[src/hdl/sdsc_pkg.sv]
// Shared types, codes and table helpers for the SPN differential subkey counter.
// No dependencies; used by sdsc_eval and the top level through scoped names.
package sdsc_pkg;

  // Register indexes on the configuration port
  localparam logic [1:0] REG_NIBBLE_SEL_A  = 2'd0;
  localparam logic [1:0] REG_NIBBLE_SEL_B  = 2'd1;
  localparam logic [1:0] REG_TARGET_DIFF_A = 2'd2;
  localparam logic [1:0] REG_TARGET_DIFF_B = 2'd3;

  localparam logic [1:0] NIBBLE_SEL_A_RST  = 2'd1;
  localparam logic [1:0] NIBBLE_SEL_B_RST  = 2'd3;
  localparam logic [3:0] TARGET_DIFF_RST   = 4'h6;

  localparam int unsigned NUM_CAND  = 256;
  localparam int unsigned CAND_BITS = 8;

  // Ciphertext nibbles of one pair at the two selected positions
  typedef struct packed {
    logic [3:0] ya;
    logic [3:0] yb;
    logic [3:0] za;
    logic [3:0] zb;
  } pair_nib_t;

  // Expected differences after the inverse S-box
  typedef struct packed {
    logic [3:0] tda;
    logic [3:0] tdb;
  } target_t;

  function automatic logic [3:0] sbox_inv(input logic [3:0] v);
    logic [3:0] r;
    case (v)
      4'h0:    r = 4'd14;
      4'h1:    r = 4'd3;
      4'h2:    r = 4'd4;
      4'h3:    r = 4'd8;
      4'h4:    r = 4'd1;
      4'h5:    r = 4'd12;
      4'h6:    r = 4'd10;
      4'h7:    r = 4'd15;
      4'h8:    r = 4'd7;
      4'h9:    r = 4'd13;
      4'hA:    r = 4'd9;
      4'hB:    r = 4'd6;
      4'hC:    r = 4'd11;
      4'hD:    r = 4'd2;
      4'hE:    r = 4'd0;
      4'hF:    r = 4'd5;
      default: r = 4'd0;
    endcase
    return r;
  endfunction

  // Position 0 is the most significant nibble
  function automatic logic [3:0] nib_get(input logic [15:0] w, input logic [1:0] sel);
    logic [3:0] r;
    case (sel)
      2'd0:    r = w[15:12];
      2'd1:    r = w[11:8];
      2'd2:    r = w[7:4];
      2'd3:    r = w[3:0];
      default: r = w[3:0];
    endcase
    return r;
  endfunction

endpackage

[src/hdl/sdsc_eval.sv]
// Shared candidate unit: match test, saturating count update and max compare.
// Depends on sdsc_pkg.
module sdsc_eval #(
  parameter int unsigned COUNT_BITS = 16
) (
  input  logic [sdsc_pkg::CAND_BITS-1:0] cand,
  input  sdsc_pkg::pair_nib_t            nib,
  input  sdsc_pkg::target_t              tgt,
  input  logic [COUNT_BITS-1:0]          count,
  input  logic [COUNT_BITS-1:0]          best_val,
  output logic [COUNT_BITS-1:0]          count_upd,
  output logic                           better
);

  logic [3:0] ka;
  logic [3:0] kb;
  logic [3:0] da;
  logic [3:0] db;
  logic       hit;

  assign ka = cand[7:4];
  assign kb = cand[3:0];
  assign da = sdsc_pkg::sbox_inv(nib.ya ^ ka) ^ sdsc_pkg::sbox_inv(nib.za ^ ka);
  assign db = sdsc_pkg::sbox_inv(nib.yb ^ kb) ^ sdsc_pkg::sbox_inv(nib.zb ^ kb);
  assign hit = (da == tgt.tda) && (db == tgt.tdb);

  // hold at full scale
  assign count_upd = (hit && (count != {COUNT_BITS{1'b1}})) ? count + COUNT_BITS'(1) : count;

  // first candidate always seeds the running max; ties keep the earlier one
  assign better = (cand == '0) || (count_upd > best_val);

endmodule

[src/hdl/sdsc_cnt_mem.sv]
// Candidate counter memory: one write port, one read port, registered read data.
// No dependencies.
module sdsc_cnt_mem #(
  parameter int unsigned COUNT_BITS = 16
) (
  input  logic                  clk,
  input  logic                  we,
  input  logic [7:0]            waddr,
  input  logic [COUNT_BITS-1:0] wdata,
  input  logic [7:0]            raddr,
  output logic [COUNT_BITS-1:0] rdata
);

  logic [COUNT_BITS-1:0] mem [256];

  always_ff @(posedge clk) begin
    if (we) begin
      mem[waddr] <= wdata;
    end
    rdata <= mem[raddr];
  end

endmodule

[src/hdl/spn_differential_subkey_counter.sv]
// Top level of the SPN differential subkey counter: sequencer, config registers,
// pair tally and output register. Depends on sdsc_pkg, sdsc_eval, sdsc_cnt_mem.
//
//  channel  | direction | beat contents
//  ---------+-----------+-----------------------------------------------------
//  in_      | slave     | ciphertext, paired_ciphertext in tdata; last_pair on tlast
//  out_     | master    | best_key_a, best_key_b, best_count, pairs_used in tdata
//  cfg_     | slave     | register index and write data, always ready
//
// Each pair holds in_tready low after its beat: the 256 candidate counters are read,
// updated and written back one per cycle through the counter memory, followed by a
// drain state and a finish state, so a new pair is accepted only once the previous
// one has finished. A last pair also clears the counters in the same sweep. A
// finished result waits in the output register; the next pair is accepted meanwhile,
// and only a following last pair stalls at its finish state until the result is taken.
// After reset a clearing pass over all 256 counters precedes the first accepted pair.
module spn_differential_subkey_counter #(
  parameter int unsigned COUNT_BITS = 16
) (
  input  logic        clk,
  input  logic        rst_n,
  input  logic        in_tvalid,
  output logic        in_tready,
  input  logic [31:0] in_tdata,   // [15:0] ciphertext, [31:16] paired_ciphertext
  input  logic        in_tlast,   // last_pair
  output logic        out_tvalid,
  input  logic        out_tready,
  output logic [39:0] out_tdata,  // [3:0] best_key_a, [7:4] best_key_b,
                                  // [23:8] best_count, [39:24] pairs_used
  input  logic        cfg_valid,
  output logic        cfg_ready,
  input  logic [1:0]  cfg_index,
  input  logic [3:0]  cfg_data
);

  localparam int unsigned WB = (COUNT_BITS > 16) ? COUNT_BITS : 16;

  typedef enum logic [2:0] {
    ST_CLR,
    ST_IDLE,
    ST_SWEEP,
    ST_DRAIN,
    ST_DONE
  } state_t;

  state_t                state_r;
  logic [7:0]            addr_r;
  logic [7:0]            addr_d_r;
  logic                  vld_d_r;
  logic                  last_r;
  sdsc_pkg::pair_nib_t   nib_r;
  logic [1:0]            sel_a_r;
  logic [1:0]            sel_b_r;
  sdsc_pkg::target_t     tgt_r;
  logic [15:0]           tally_r;
  logic [COUNT_BITS-1:0] best_val_r;
  logic [7:0]            best_idx_r;
  logic                  out_tvalid_r;
  logic [39:0]           out_tdata_r;

  logic                  in_acc;
  logic                  out_free;
  logic                  mem_we;
  logic [7:0]            mem_waddr;
  logic [COUNT_BITS-1:0] mem_wdata;
  logic [COUNT_BITS-1:0] mem_rdata;
  logic [COUNT_BITS-1:0] count_upd;
  logic                  better;
  logic [WB-1:0]         best_ext;
  logic [15:0]           best_sat;
  logic [15:0]           ct0;
  logic [15:0]           ct1;

  assign in_tready  = (state_r == ST_IDLE);
  assign in_acc     = in_tvalid && in_tready;
  assign cfg_ready  = 1'b1;
  assign out_tvalid = out_tvalid_r;
  assign out_tdata  = out_tdata_r;
  assign out_free   = !out_tvalid_r || out_tready;
  assign ct0        = in_tdata[15:0];
  assign ct1        = in_tdata[31:16];

  assign best_ext = WB'(best_val_r);
  assign best_sat = (best_ext > WB'(17'h0FFFF)) ? 16'hFFFF : best_ext[15:0];

  // Clearing pass writes zeros; a sweep writes back one stage behind the read.
  always_comb begin
    mem_we    = 1'b0;
    mem_waddr = addr_d_r;
    mem_wdata = '0;
    if (state_r == ST_CLR) begin
      mem_we    = 1'b1;
      mem_waddr = addr_r;
    end else if (vld_d_r) begin
      mem_we    = 1'b1;
      mem_wdata = last_r ? '0 : count_upd;
    end
  end

  sdsc_cnt_mem #(.COUNT_BITS(COUNT_BITS)) u_mem (
    .clk   (clk),
    .we    (mem_we),
    .waddr (mem_waddr),
    .wdata (mem_wdata),
    .raddr (addr_r),
    .rdata (mem_rdata)
  );

  sdsc_eval #(.COUNT_BITS(COUNT_BITS)) u_eval (
    .cand      (addr_d_r),
    .nib       (nib_r),
    .tgt       (tgt_r),
    .count     (mem_rdata),
    .best_val  (best_val_r),
    .count_upd (count_upd),
    .better    (better)
  );

  always_ff @(posedge clk) begin
    if (!rst_n) begin
      state_r      <= ST_CLR;
      addr_r       <= '0;
      vld_d_r      <= 1'b0;
      tally_r      <= '0;
      out_tvalid_r <= 1'b0;
      sel_a_r      <= sdsc_pkg::NIBBLE_SEL_A_RST;
      sel_b_r      <= sdsc_pkg::NIBBLE_SEL_B_RST;
      tgt_r.tda    <= sdsc_pkg::TARGET_DIFF_RST;
      tgt_r.tdb    <= sdsc_pkg::TARGET_DIFF_RST;
    end else begin
      if (cfg_valid && cfg_ready) begin
        case (cfg_index)
          sdsc_pkg::REG_NIBBLE_SEL_A:  sel_a_r   <= cfg_data[1:0];
          sdsc_pkg::REG_NIBBLE_SEL_B:  sel_b_r   <= cfg_data[1:0];
          sdsc_pkg::REG_TARGET_DIFF_A: tgt_r.tda <= cfg_data;
          sdsc_pkg::REG_TARGET_DIFF_B: tgt_r.tdb <= cfg_data;
          default: ;
        endcase
      end

      // load a new result beat, else drop the one just taken
      if ((state_r == ST_DONE) && last_r && out_free) begin
        out_tvalid_r <= 1'b1;
      end else if (out_tvalid_r && out_tready) begin
        out_tvalid_r <= 1'b0;
      end

      addr_d_r <= addr_r;
      vld_d_r  <= (state_r == ST_SWEEP);

      if (vld_d_r && better) begin
        best_val_r <= count_upd;
        best_idx_r <= addr_d_r;
      end

      case (state_r)
        ST_CLR: begin
          addr_r <= addr_r + 8'd1;
          if (addr_r == 8'hFF) begin
            state_r <= ST_IDLE;
          end
        end
        ST_IDLE: begin
          if (in_acc) begin
            nib_r.ya <= sdsc_pkg::nib_get(ct0, sel_a_r);
            nib_r.yb <= sdsc_pkg::nib_get(ct0, sel_b_r);
            nib_r.za <= sdsc_pkg::nib_get(ct1, sel_a_r);
            nib_r.zb <= sdsc_pkg::nib_get(ct1, sel_b_r);
            last_r   <= in_tlast;
            if (tally_r != 16'hFFFF) begin
              tally_r <= tally_r + 16'd1;
            end
            addr_r  <= '0;
            state_r <= ST_SWEEP;
          end
        end
        ST_SWEEP: begin
          addr_r <= addr_r + 8'd1;
          if (addr_r == 8'hFF) begin
            state_r <= ST_DRAIN;
          end
        end
        ST_DRAIN: begin
          state_r <= ST_DONE;
        end
        ST_DONE: begin
          if (!last_r) begin
            state_r <= ST_IDLE;
          end else if (out_free) begin
            out_tdata_r  <= {tally_r, best_sat, best_idx_r[3:0], best_idx_r[7:4]};
            tally_r      <= '0;
            state_r      <= ST_IDLE;
          end
        end
        default: begin
          state_r <= ST_IDLE;
        end
      endcase
    end
  end

endmodule
[config.mk]
export PLATFORM = sky130hd
export DESIGN_NAME = spn_differential_subkey_counter
export DESIGN_NICKNAME = d
export VERILOG_FILES = /design/src/hdl/sdsc_pkg.sv /design/src/hdl/sdsc_eval.sv /design/src/hdl/sdsc_cnt_mem.sv /design/src/hdl/spn_differential_subkey_counter.sv
export SDC_FILE = /design/constraint.sdc
export NUM_CORES = 2
export LEC_CHECK = 0
export ABC_AREA = 1
export BUFFER_PORTS_ARGS = -buffer_cell sky130_fd_sc_hd__buf_2
export CAP_MARGIN = 5
export CORE_MARGIN = 2
export CORE_UTILIZATION = 30
export DETAILED_ROUTE_END_ITERATION = 10
export RECOVER_POWER = 25
export SETUP_SLACK_MARGIN = 0.15
export SLEW_MARGIN = 0
export SYNTH_ARGS = -nofsm -noshare
export SYNTH_HDL_FRONTEND = slang
export SYNTH_MEMORY_MAX_BITS = 65536
export SYNTH_SLANG_ARGS = --single-unit
[constraint.sdc]
create_clock -name clk -period 13.9 [get_ports clk]
set_clock_uncertainty 0.2 [all_clocks]
set_input_delay 1.39 -clock clk [delete_from_list [all_inputs] [get_ports clk]]
set_output_delay 1.39 -clock clk [all_outputs]
set_load 0.01 [all_outputs]
==> results.md <==
- Detail Placement HPWL: 273 mm
- Number of fill cells: 54943
- Post-synth cell types: 47
- Post-CTS sizing: 0
- Final cycle utilization of the critical path: 59.2%
- Drt total wl: 499 mm
- Final setup viols: 0
- Initial DRC Count: 13824
- Global-route wire length before repair: 720 mm
- Tot Pwr: 0.0268 W
- Post-synth top area share: 74.2%
- Status: complete, but fails checks
- CTS Sinks: 4242
- Slew Limit Fails: 851
- RSZ-0062 raised after global routing: no
- Share of layout cells above drive strength 1: 6.83%
- Top post-synthesis cells by count: edfxtp_1 (4185), nor2_1 (2190), o21ai_0 (1980)
- DRT Pass-1 Iters: 9
- Via Count: 111677
- Seq cells post-synth: 4242
- Top-count cell post-synth: edfxtp_1
- Worst setup EP type: register
- Startpoint types: register
- CTS clock-pin slew for the worst setup and hold paths: 60 ps
- Worst hold start: tally_r[2]
- HP Class: reg2reg
- Syn Std Cell Area: 169000 um2
- WP data arrival: 8670 ps
- Area grow syn2layout: 13.2%
- Clock Latency Late Sink: 1020 ps
- FMAX: 0.122 GHz
- Total track usage: 16.6%
- Die W: 756 um
- Vias in the first global route: 102570
- VDD IR max: 113 uV
- Endpoints failing hold: 0
- Synthesized area per cell: 12.5 um2
- Die Ht: 756 um
- Ys async rst share: 0%
- Failing checks: max-capacitance violations, max-slew violations
- Final GP Congestion: 0.838
- Sequential cell area fraction in the yosys report: 74.8%
- Leakage power: 59.0 nW
- CP Max Fanout: 60
- Setup TNS: 0 ps
- Initial Utilization: 30.1%
- CTS Root Buffer Type: clkbuf_16
- # rows: 276
- Number of buffers created by CTS: 421
- I/O Pins: 87
- Reg-to-reg critical path startpoint: addr_r[1]
- Number of max-cap violations: 47
- Final min period: 8230 ps
- Worst slew pin tran: 3610 ps
- Vias per Instance: 5.21
- Synth top area cells: edfxtp_1 (74%), o21ai_0 (5.8%), nor2_1 (4.9%)
- Core Area: 564000 um2
- Slew HR: -141%
- Antenna violations before repair: 19
- Die footprint: 571000 um2
- Synth area leader: edfxtp_1
- CTS tree: done
- Nets: 13641
- DRC errors left: 0
- Critical Setup Path Class: reg2reg
- Ys Warns: 0
- Post-CTS Hold Fix Bufs: 0
- Post-Synthesis Net Count: 13643
- Post-CTS setup buffers: 0
- Pwr/cell area: 140 nW/um2
- IO Port Bufs: 85
- Worst EP required: 14340 ps
- Post-Synthesis Cells: 13576
- Maximum level of the CTS H-tree: 5
- Clock Tree Buf Depth: 4
- EDFF count, synth: 4185
- Top FF cell, synth: edfxtp_1
- Worst setup path start: addr_r[1]
- Pin count of the biggest net entering global routing: 216
- Total gr overflow: 0
- Post-detailed-route wirelength per cell: 23.3 um
- Routed Antenna Nets: 0
-- power breakdown --
part / total [W] / internal, W / switching [W]
registers: 0.0139 / 0.0139 / 0.0000421
logic: 0.00191 / 0.000511 / 0.00140
clock network: 0.0110 / 0.00618 / 0.00484
total: 0.0268 / 0.0206 / 0.00628
-- worst paths after layout --
path | end | slack, ps | cells past startpoint
setup reg to reg | u_mem.mem[14][15] | 5670 | 6
setup / recovery | u_mem.mem[14][15] | 5670 | 6
hold / removal | out_tdata[26] | 230 | 0
hold reg to reg | out_tdata[26] | 230 | 0
-- metrics by stage --
stage                     hold slack [ps]  instance area, um2  worst slack (ps)  std cells  utilization (%)
after floorplan                       200              169000              4320      13576                -
after CTS                             231              193000              7900      21420             34.1
final                                 228              192000              5670      21427             34.0
after global routing                  248              192000              5520      21421             34.0
after global placement                223              179000              7940      20657             31.8
after detailed placement              215              179000              7880      20657             31.8
-- metal layers --
metal  vias to the layer above  share of wire, %  global-route usage, %
met1                     55861                41                   23.3
met2                      5259                45                   25.8
met4                        16               4.0                   6.30
li1                      49708                 -                      -
met3                       833               9.3                   2.81
met5                         -             0.019                      0
-- flip-flops by register name (all words and copies together) (netlist names), 2 cells and up --
| signal | cells |
|---|---|
| addr_d_r | 8 |
| addr_r | 8 |
| best_ext | 16 |
| best_idx_r | 8 |
| nib_r | 16 |
| out_tdata | 40 |
| sel_a_r | 2 |
| sel_b_r | 2 |
| state_r | 3 |
| tally_r | 16 |
| tgt_r | 8 |
| u_mem.mem | 4096 |
| u_mem.rdata | 16 |
-- critical path: stages, from the launching register on --
cell      delay (ps)
dfxtp_1         2080
o21ai_0          800
nor2_1           520
nand4_1         1810
clkbuf_1        1030
nor2_1           990
buf_4            340
-- placed cells by master, fill, tap and decap left out, types with 3 or more instances in the layout --
cell,instances
o21ai_1,5
nand4_1,52
a31oi_1,3
nor3_1,23
inv_8,4
buf_4,271
o22ai_1,929
nor2_2,5
ha_1,23
buf_12,31
nor2_4,13
xnor2_1,4
clkinv_1,113
or2_1,17
clkinv_16,9
inv_2,7
nand2_1,1453
xor2_1,21
clkinv_2,66
bufinv_16,31
clkinvlp_4,7
nand2_2,9
buf_2,43
inv_6,10
clkbuf_8,5
o211ai_1,5
clkbuf_16,423
nor4_1,7
clkbuf_1,284
diode_2,7
inv_1,249
nor2_1,2180
dfxtp_4,3
o21ai_0,1982
edfxtp_1,4185
a21oi_1,165
dfxtp_1,54
nand3_1,1198
-- area by class of cell --
cell class              count  area (um2)  area share (%)
well taps                7506        9390            4.90
clock buffers             529       11000            5.75
multi-input cells        8115       37800            19.7
repair buffers            528        3560            1.85
inverters                 266        1050           0.549
clock inverters           234        2110            1.10
diodes                      7        17.5         0.00913
flip-flops and latches   4242      127000            66.1
-- kinds of logic after synthesis --
group,after synthesis,share of synthesized area [%]
AO/OA/AOI/OAI,3102,9.89
XOR/XNOR,25,0.129
adder cells (fa/ha/maj),23,0.170
buffers and inverters,1219,2.89
flip-flops,4242,74.8
other,1,0.00221
AND/OR/NAND/NOR,4964,12.1
Note: power is estimated with default switching activity, not from simulation.
